## src/sv/dbre_pkg.sv

```systemverilog
// ----------------------------------------------------------------------------
// dbre_pkg: shared types and constants for the debounce and encoder core
// Transfer payload types, channel codes, register indexes and reset values.
// ----------------------------------------------------------------------------
`default_nettype none

package dbre_pkg;

   localparam int NUM_CHANNELS    = 7;
   localparam int CHANNEL_WIDTH   = 3;
   localparam int TIME_WIDTH      = 32;
   localparam int POSITION_WIDTH  = 16;
   localparam int NUM_BUTTONS     = 4;
   localparam int CSR_INDEX_WIDTH = 1;
   localparam int CSR_DATA_WIDTH  = 32;

   localparam logic [CHANNEL_WIDTH-1:0] CH_GREEN    = 3'd0;
   localparam logic [CHANNEL_WIDTH-1:0] CH_BLUE     = 3'd1;
   localparam logic [CHANNEL_WIDTH-1:0] CH_RED      = 3'd2;
   localparam logic [CHANNEL_WIDTH-1:0] CH_YELLOW   = 3'd3;
   localparam logic [CHANNEL_WIDTH-1:0] CH_CLOCK    = 3'd4;
   localparam logic [CHANNEL_WIDTH-1:0] CH_DATA     = 3'd5;
   localparam logic [CHANNEL_WIDTH-1:0] CH_SWITCH   = 3'd6;
   localparam logic [CHANNEL_WIDTH-1:0] CH_NONE     = 3'd7;

   localparam logic [CSR_INDEX_WIDTH-1:0] CSR_DEBOUNCE_INTERVAL = 1'd0;
   localparam logic [CSR_INDEX_WIDTH-1:0] CSR_POSITION_MAX      = 1'd1;

   localparam logic [TIME_WIDTH-1:0]     DEBOUNCE_RESET     = 32'd50000;
   localparam logic [POSITION_WIDTH-1:0] POSITION_MAX_RESET = 16'd30;

   typedef struct packed {
      logic [CHANNEL_WIDTH-1:0] channel;
      logic [TIME_WIDTH-1:0]    time_us;
      logic                     clock_level;
      logic                     data_level;
   } req_type;

   typedef struct packed {
      logic                      accepted;
      logic                      green_pressed;
      logic                      blue_pressed;
      logic                      red_pressed;
      logic                      yellow_pressed;
      logic                      knob_pressed;
      logic [POSITION_WIDTH-1:0] position;
   } rsp_type;

   typedef struct packed {
      logic [TIME_WIDTH-1:0]     debounce_interval_us;
      logic [POSITION_WIDTH-1:0] position_max;
   } cfg_type;

endpackage

`default_nettype wire

```

## src/sv/dbre_state.sv

```systemverilog
// ----------------------------------------------------------------------------
// dbre_state: debounce check and channel state update
// Holds the per-channel last accepted times, the button and switch flags and
// the encoder position, and forms the result of the event being processed.
// ----------------------------------------------------------------------------
`default_nettype none

module dbre_state (
   input  wire logic             clock,
   input  wire logic             reset,
   input  wire logic             update_en,
   input  wire dbre_pkg::req_type event_data,
   input  wire dbre_pkg::cfg_type cfg,
   output dbre_pkg::rsp_type     result
);

   logic [dbre_pkg::TIME_WIDTH-1:0]     last_time_ff [dbre_pkg::NUM_CHANNELS];
   logic [dbre_pkg::NUM_BUTTONS-1:0]    buttons_ff;
   logic [dbre_pkg::NUM_BUTTONS-1:0]    buttons_in;
   logic                                knob_ff;
   logic                                knob_in;
   logic [dbre_pkg::POSITION_WIDTH-1:0] count_ff;
   logic [dbre_pkg::POSITION_WIDTH-1:0] count_in;

   logic                                channel_ok;
   logic [dbre_pkg::TIME_WIDTH-1:0]     last_time;
   logic [dbre_pkg::TIME_WIDTH-1:0]     distance;
   logic                                hit;

   assign channel_ok = event_data.channel != dbre_pkg::CH_NONE;

   always_comb begin
      last_time = '0;
      if (channel_ok) begin
         last_time = last_time_ff[event_data.channel];
      end
   end

   assign distance = event_data.time_us - last_time;
   assign hit      = channel_ok && (distance >= cfg.debounce_interval_us);

   always_comb begin
      buttons_in = buttons_ff;
      knob_in    = knob_ff;
      count_in   = count_ff;
      if (hit) begin
         case (event_data.channel)
            dbre_pkg::CH_GREEN, dbre_pkg::CH_BLUE,
            dbre_pkg::CH_RED, dbre_pkg::CH_YELLOW: begin
               buttons_in[event_data.channel[1:0]] = ~buttons_ff[event_data.channel[1:0]];
            end
            dbre_pkg::CH_SWITCH: begin
               knob_in = ~knob_ff;
            end
            dbre_pkg::CH_CLOCK: begin
               if (event_data.clock_level != event_data.data_level) begin
                  if (count_ff < cfg.position_max) begin
                     count_in = count_ff + 1'b1;
                  end
               end else if (count_ff != '0) begin
                  count_in = count_ff - 1'b1;
               end
            end
            default: begin
            end
         endcase
      end
   end

   always_ff @(posedge clock) begin
      if (reset) begin
         for (int i = 0; i < dbre_pkg::NUM_CHANNELS; i++) begin
            last_time_ff[i] <= '0;
         end
         buttons_ff <= '0;
         knob_ff    <= 1'b0;
         count_ff   <= '0;
      end else if (update_en) begin
         if (hit) begin
            last_time_ff[event_data.channel] <= event_data.time_us;
         end
         buttons_ff <= buttons_in;
         knob_ff    <= knob_in;
         count_ff   <= count_in;
      end
   end

   always_comb begin
      result.accepted       = hit;
      result.green_pressed  = buttons_in[0];
      result.blue_pressed   = buttons_in[1];
      result.red_pressed    = buttons_in[2];
      result.yellow_pressed = buttons_in[3];
      result.knob_pressed   = knob_in;
      result.position       = count_in;
   end

endmodule

`default_nettype wire

```

## src/sv/debounced_buttons_and_rotary_encoder_core.sv

```systemverilog
// ----------------------------------------------------------------------------
// debounced_buttons_and_rotary_encoder_core: debounced buttons and encoder
// Each pin edge event on the request channel yields one result transfer with
// the debounce verdict, the button and switch states and the knob position.
//
// The request channel carries channel number, timestamp and the sampled
// encoder levels; a transfer happens when req_valid is high and req_stall low.
// The event is registered in the input register, then checked and applied to
// the channel state when it advances, and the result is registered. One event
// is taken every cycle while rsp_stall is low; the state update is a compare
// and add or subtract between the input and result registers.
// When the receiver holds rsp_stall, the result register keeps its transfer
// and the input register fills, after which req_stall rises until the result
// leaves. The csr port writes the debounce interval and the position limit
// at any edge where csr_write_enable is high and reset is low.
// Synchronous reset empties both registers, clears all stored times, flags
// and the position, and restores the register defaults.
// ----------------------------------------------------------------------------
`default_nettype none

module debounced_buttons_and_rotary_encoder_core (
   input  wire logic                                 clock,
   input  wire logic                                 reset,
   input  wire logic                                 req_valid,
   output logic                                      req_stall,
   input  wire dbre_pkg::req_type                    req_data,
   output logic                                      rsp_valid,
   input  wire logic                                 rsp_stall,
   output dbre_pkg::rsp_type                         rsp_data,
   input  wire logic                                 csr_write_enable,
   input  wire logic [dbre_pkg::CSR_INDEX_WIDTH-1:0] csr_index,
   input  wire logic [dbre_pkg::CSR_DATA_WIDTH-1:0]  csr_write_data
);

   dbre_pkg::cfg_type cfg_ff;
   dbre_pkg::req_type s1_data_ff;
   logic              s1_valid_ff;
   dbre_pkg::rsp_type rsp_data_ff;
   logic              rsp_valid_ff;
   dbre_pkg::rsp_type result;
   logic              advance;
   logic              req_take;

   assign advance   = s1_valid_ff && (!rsp_valid_ff || !rsp_stall);
   assign req_stall = s1_valid_ff && !advance;
   assign req_take  = req_valid && !req_stall;
   assign rsp_valid = rsp_valid_ff;
   assign rsp_data  = rsp_data_ff;

   always_ff @(posedge clock) begin
      if (reset) begin
         cfg_ff.debounce_interval_us <= dbre_pkg::DEBOUNCE_RESET;
         cfg_ff.position_max         <= dbre_pkg::POSITION_MAX_RESET;
      end else if (csr_write_enable) begin
         case (csr_index)
            dbre_pkg::CSR_DEBOUNCE_INTERVAL: begin
               cfg_ff.debounce_interval_us <= csr_write_data;
            end
            dbre_pkg::CSR_POSITION_MAX: begin
               cfg_ff.position_max <= csr_write_data[dbre_pkg::POSITION_WIDTH-1:0];
            end
            default: begin
            end
         endcase
      end
   end

   always_ff @(posedge clock) begin
      if (reset) begin
         s1_valid_ff  <= 1'b0;
         rsp_valid_ff <= 1'b0;
      end else begin
         if (req_take) begin
            s1_valid_ff <= 1'b1;
         end else if (advance) begin
            s1_valid_ff <= 1'b0;
         end
         if (advance) begin
            rsp_valid_ff <= 1'b1;
         end else if (!rsp_stall) begin
            rsp_valid_ff <= 1'b0;
         end
      end
   end

   always_ff @(posedge clock) begin
      if (req_take) begin
         s1_data_ff <= req_data;
      end
      if (advance) begin
         rsp_data_ff <= result;
      end
   end

   dbre_state u_state (
      .clock      (clock),
      .reset      (reset),
      .update_en  (advance),
      .event_data (s1_data_ff),
      .cfg        (cfg_ff),
      .result     (result)
   );

   a_reset_empty: assert property (@(posedge clock)
      reset |=> !rsp_valid && !s1_valid_ff)
      else $error("pipeline not empty after reset");

   a_advance_result: assert property (@(posedge clock) disable iff (reset)
      advance |=> rsp_valid)
      else $error("processed event produced no result");

   a_no_channel_rejected: assert property (@(posedge clock) disable iff (reset)
      (advance && s1_data_ff.channel == dbre_pkg::CH_NONE) |=> !rsp_data.accepted)
      else $error("event on missing channel was accepted");

   a_stall_holds_input: assert property (@(posedge clock) disable iff (reset)
      req_stall |=> s1_valid_ff && $stable(s1_data_ff))
      else $error("input register changed while stalled");

endmodule

`default_nettype wire
```

## config.mk

```make
export PLATFORM = sky130hd
export DESIGN_NAME = debounced_buttons_and_rotary_encoder_core
export DESIGN_NICKNAME = d
export VERILOG_FILES = /design/src/sv/dbre_pkg.sv /design/src/sv/dbre_state.sv /design/src/sv/debounced_buttons_and_rotary_encoder_core.sv
export SDC_FILE = /design/constraint.sdc
export NUM_CORES = 1
export LEC_CHECK = 0
export ABC_AREA = 1
export BUFFER_PORTS_ARGS = -buffer_cell sky130_fd_sc_hd__buf_2
export CORE_ASPECT_RATIO = 1.5
export CORE_MARGIN = 4
export CORE_UTILIZATION = 55
export DETAILED_ROUTE_END_ITERATION = 10
export HOLD_SLACK_MARGIN = 0.03
export PLACE_DENSITY = 0.78
export SYNTH_ARGS = -nofsm -noshare
export SYNTH_HDL_FRONTEND = slang
export SYNTH_HIERARCHICAL = 1
export SYNTH_SLANG_ARGS = --single-unit
```

## constraint.sdc

```tcl
create_clock -name clock -period 8.3 [get_ports clock]
set_clock_uncertainty 0.05 [all_clocks]
set_input_delay 0.415 -clock clock [delete_from_list [all_inputs] [get_ports clock]]
set_output_delay 0.415 -clock clock [all_outputs]
set_load 0.01 [all_outputs]
```

## Yosys cells after proc, flatten, opt, wreduce, memory -nomap -nowiden

Memory sizes are Yosys's and may differ from the RTL's. A register that Yosys moved wholly into a read port is not among the register bits.
Index checks and enable logic that the tools add are counted.

| storage, ports and cells | value |
|---|---|
| memory bits (writable) | 224 |
| bits in registers | 130 |
| output and inout bits | 24 |
| logic and storage cells | 83 |
| memories kept | 1 |

Memory list:

| name | words | bits a word | rd ports | clocked after memory_dff | write ports | RTL line | RTL |
|---|---|---|---|---|---|---|---|
| u_state.last_time_ff | 7 | 32 | 1 | 1 | 7 | dbre_state.sv:17 | `logic [dbre_pkg::TIME_WIDTH-1:0] last_time_ff [dbre_pkg::NUM_CHANNELS];` |

| cells by class | value |
|---|---|
| equal/unequal tests | 8 |
| $lt $le $gt $ge | 4 |
| bitwise operators | 3 |
| $add $sub $neg | 3 |
| mux-type cells | 29 |
| reductions and logical operators | 17 |

Operator list:

| kind | count |
|---|---|
| $mux W16 | 5 |
| $mux W32 | 2 |
| $ge A32 B32 Y1 | 1 |
| $reduce_or A32 Y1 | 1 |
| $sub A32 B32 Y32 | 1 |
| $add A16 B1 Y16 const B | 1 |
| $lt A16 B16 Y1 | 1 |
| $reduce_bool A16 Y1 | 1 |
| $sub A16 B1 Y16 const B | 1 |
| $mux W1 | 15 |
| $mux W4 | 2 |
| $eq A3 B2 Y1 const B | 2 |
| $eq A3 B3 Y1 const B | 2 |
| $mux W3 | 2 |
| $logic_and A1 B1 Y1 | 5 |
| $bwmux W4 | 1 |
| $logic_not A1 Y1 | 4 |
| $reduce_and A2 Y1 | 2 |
| $reduce_or A4 Y1 | 1 |
| $eq A3 B1 Y1 const B | 1 |
| $logic_not A3 Y1 | 1 |
| $lt A2 B3 Y1 const B | 1 |
| $ne A3 B3 Y1 const B | 1 |
| $not A1 Y1 | 3 |
| other kinds (7) | 7 |

## Depth between registers and ports, before layout

| logic depth | value |
|---|---|
| depth in word-level cells | 11 |
| depth in mapped cells | 37 |
| depth with buffers taken out | 33 |

## Hierarchy

Netlist, hierarchy kept.

Modules (own cells, without submodules):

| module | seq. area each (um^2) | times used | cells an instance | area an instance (um^2) |
|---|---|---|---|---|
| dbre_state | 6826.5 | 1 | 1733 | 14380.0 |
| debounced_buttons_and_rotary_encoder_core | 2772.7 | 1 | 338 | 3753.6 |

## Worst setup path before layout

No wires, ideal clock.

| timing | value |
|---|---|
| kind | flip-flop to flip-flop |
| start point | reg s1_data_ff[34] in the netlist's numbering |
| end point | mem u_state/last_time_ff[3][0] in the netlist's numbering (enable) |
| period minus slack after synthesis | 5.794 ns |
| buffers on the path | 5 |
| slack | 2.506 ns |
| library setup time | 0.389 ns |
| stages on the path, launching flop included | 35 |
| arrival | 5.354 ns |
| path through | edfxtp_1 > clkbuf_1 > nor2_1 > clkbuf_1 > buf_2 > buf_2 > nand2_1 > nand3_1 > nand3_1 > ha_1 > a21oi_1 > nand2_1 > a21boi_0 > o21bai_1 > a21oi_1 > inv_1 > nand2_1 > nand2_1 > nand2_1 > nand2_1 > xor2_1 > ha_1 > nand2_1 > nor2_1 > nand4_1 > nor3_2 > nand2_2 > nand2_4 > nand3_2 > nor2_4 > nand2_2 > clkinv_2 > nand2_4 > buf_6 > nand2_1 |

RTL lines:

| what | RTL line | RTL |
|---|---|---|
| from (decl) | debounced_buttons_and_rotary_encoder_core.sv:36 | `dbre_pkg::req_type s1_data_ff;` |
| from (signal assigned) | debounced_buttons_and_rotary_encoder_core.sv:88 | `s1_data_ff <= req_data;` |
| to (decl) | dbre_state.sv:17 |  |

==> results.json <==
{
  "status": "finished clean",
  "relSlewSlack": 0.314,
  "setup_violations": 0,
  "finalSetupTns_ns": 0,
  "nets": 2334,
  "cp_max_fo": 33,
  "vias_per_cell": 5.74,
  "multiInputGateArea_um2": 7160,
  "numCtsBuffers": 35,
  "p_int_uw": 3130,
  "clkPwrFrac": 0.346,
  "clk-insertion-delay-late_ns": 0.54,
  "crit_path_top_delay_cell": "edfxtp_1",
  "end_kind": "flop",
  "period_needed_ns": 7.22,
  "start_util": 0.557,
  "drtIter0Drc": 1517,
  "rows": 81,
  "slowest_delay_ns": 0.93,
  "dp_hpwl_um": 35800,
  "grt_usage": 0.281,
  "hold_path.class": "input pin to flop",
  "die_area_um2": 36000,
  "clk_pin_slew_ns": 0.06,
  "power_density_nw_per_um2": 216,
  "p_leak_uw": 0.00884,
  "finalCritPeriodShare": 0.869,
  "yosysTopAreaCellShare": 0.416,
  "critPathKind": "flop to flop",
  "cts_sinks": 354,
  "area_growth_pct": 12.4,
  "maxCapViolCount": 0,
  "overflow": 0,
  "cp.required_ns": 8.43,
  "nFillCells": 2648,
  "ant_nets": 0,
  "combPwrFrac": 0.188,
  "grt_max_degree": 50,
  "final_max_slew_viol_count": 0,
  "grt_pass1_vias": 14624,
  "clockRootBuffer": "clkbuf_16",
  "power_switching_share": 0.287,
  "first_pass_iters": 8,
  "p_total_uw": 4400,
  "synth-seq-cells": 354,
  "seqPwrFrac": 0.466,
  "postCtsSetupBuffers": 0,
  "synth_edf_count": 251,
  "final-hold-violation-count": 0,
  "drc": 0,
  "cpMostUsedCell": "nand2_1",
  "drt_wl_total_um": 51600,
  "place_congestion": 0.968,
  "boundaryPins": 99,
  "rsz0062_at_grt": "no",
  "fp.coreArea_um2": 32500,
  "cts_max_path_buffers": 3,
  "max_freq_mhz": 139,
  "async_flop_share": 0,
  "die_w_um": 156,
  "port_buffers": 98,
  "worst_pin_slew_ns": 1.03,
  "cts_tree": "yes",
  "grt_pass1_wl_um": 78400,
  "antenna_cells": 0,
  "vias": 15013,
  "arrival_ns": 7.35,
  "cts_resized": 0,
  "switchingPower_uw": 1260,
  "ys.flop_type": "edfxtp_1",
  "seqCellArea_um2": 9600,
  "drive_gt1_frac": 0.0954,
  "syn_area_um2": 18100,
  "synth_cell_type_count": 50,
  "synth_top_cells_by_area": "edfxtp_1, dfxtp_1, nand2_1",
  "ys_seq_area_frac": 0.529,
  "ir_drop_uv": 183,
  "antenna_found_initial": 0,
  "avgSynthCellArea_um2": 8.76,
  "synth_nets": 2229,
  "yosysTopAreaCell": "edfxtp_1",
  "hold_ws_ns": 0.0493,
  "ys.warnings.count": 6,
  "cts_htree_levels": 2,
  "synth_cells": 2071,
  "r2r_slack_ns": 1.08,
  "fp.dieH_um": 230,
  "wl_per_cell_um": 19.7,
  "start_kind": "flop",
  "cts_hold_buf": 36
}
[layout make-up]
cell class,instances,area share
inverter,250,0.0461
clock buffer,45,0.0479
clock inverter,18,0.00565
tap,415,0.0255
sequential,354,0.471
timing repair buffer,160,0.0525
multi-input combinational,1375,0.351
[logic make-up (layout without fill, tap and decap cells)]
group | Yosys count | in the layout | share of synthesized area
AND/OR/NAND/NOR | 969 | 969 | 0.222
flip-flops | 354 | 354 | 0.529
buffers and inverters | 342 | 473 | 0.0776
AO/OA/AOI/OAI | 296 | 296 | 0.101
adder cells (fa/ha/maj) | 83 | 83 | 0.0577
XOR/XNOR | 27 | 27 | 0.0130
[critical path: cells and delay by family, from the launching register on]
| kind | cells | cell delay [ns] |
|---|---|---|
| flip-flops | 1 | 0.93 |
| XOR/XNOR | 1 | 0.14 |
| AO/OA/AOI/OAI | 6 | 1.27 |
| buffers and inverters | 5 | 1.27 |
| AND/OR/NAND/NOR | 18 | 2.55 |
| adder cells (fa/ha/maj) | 2 | 0.60 |
[sequential cells by signal (all words and copies together) (netlist names)]
register	flops
cfg_ff	48
u_state/buttons_ff	4
rsp_valid	1
u_state/knob_ff	1
rsp_data	22
s1_valid_ff	1
s1_data_ff	37
u_state/count_ff	16
u_state/last_time_ff	224
[cell usage after synthesis, drive strengths merged (7+ instances only)]
| library cell | number |
|---|---|
| a21o | 7 |
| a21oi | 123 |
| a221o | 8 |
| a221oi | 9 |
| a22o | 19 |
| a22oi | 25 |
| a32o | 9 |
| buf | 52 |
| clkbuf | 40 |
| dfxtp | 103 |
| edfxtp | 251 |
| ha | 82 |
| inv | 249 |
| nand2 | 418 |
| nand3 | 132 |
| nand4 | 39 |
| nor2 | 363 |
| nor3 | 11 |
| o21ai | 71 |
| xor2 | 21 |
[per-stage QoR]
stage | instances | utilization | setup WS [ns] | instance area [um^2]
global route | 2617 | 0.627 | 0.622 | 20400
global placement | 2518 | 0.582 | 1.43 | 18900
finish | 2617 | 0.627 | 1.08 | 20400
detailed placement | 2518 | 0.582 | 1.26 | 18900
floorplan | 2071 | - | 2.51 | 18100
CTS | 2617 | 0.627 | 1.24 | 20400
[power groups by stage]
stage	Clock, uW	Sequential (uW)	Combinational (uW)
after floorplan	0	2070	562
after global placement	0	2080	774
after detailed placement	0	2090	796
after CTS	1550	2050	815
after global routing	1620	2060	917
final	1520	2050	825
[final timing paths]
check / start / endpoint / depth (start not counted)
worst max-delay path: s1_data_ff[34] / u_state/last_time_ff[1][15] / 32
worst min-delay path: req_data[3] / s1_data_ff[3] / 1
worst max register to register: s1_data_ff[34] / u_state/last_time_ff[1][15] / 32
worst min register to register: cfg_ff[31] / cfg_ff[31] / 2
[cell usage in the layout, fill, tap and decap left out, drive strengths merged, types with 2 or more instances in the layout]
cell type and n:
clkinv 15, a22oi 25, a31oi 4, a21o 7, nand3 132, a21boi 3, a221oi 9, o31ai 2
xor2 21, dfxtp 103, nor3 11, edfxtp 251, nand4 39, a32o 9, dlygate4sd3 36, o21ai 71
o21bai 5, inv 251, xnor2 6, a22o 19, a21oi 123, and3 2, nor4 2, nor2 363
buf 124, nand2 418, a221o 8, clkbuf 45, o211ai 2, o21a 6, ha 82
[per-layer routing]
| metal | GRT usage | wire length, um | vias up |
|---|---|---|---|
| li1 | - | - | 7121 |
| met1 | 0.308 | 17800 | 6969 |
| met2 | 0.485 | 25800 | 703 |
| met3 | 0.0396 | 3390 | 220 |
| met4 | 0.211 | 4660 | 0 |
| met5 | 0 | 0 | - |
No activity file was read; power rests on OpenSTA's default activity.
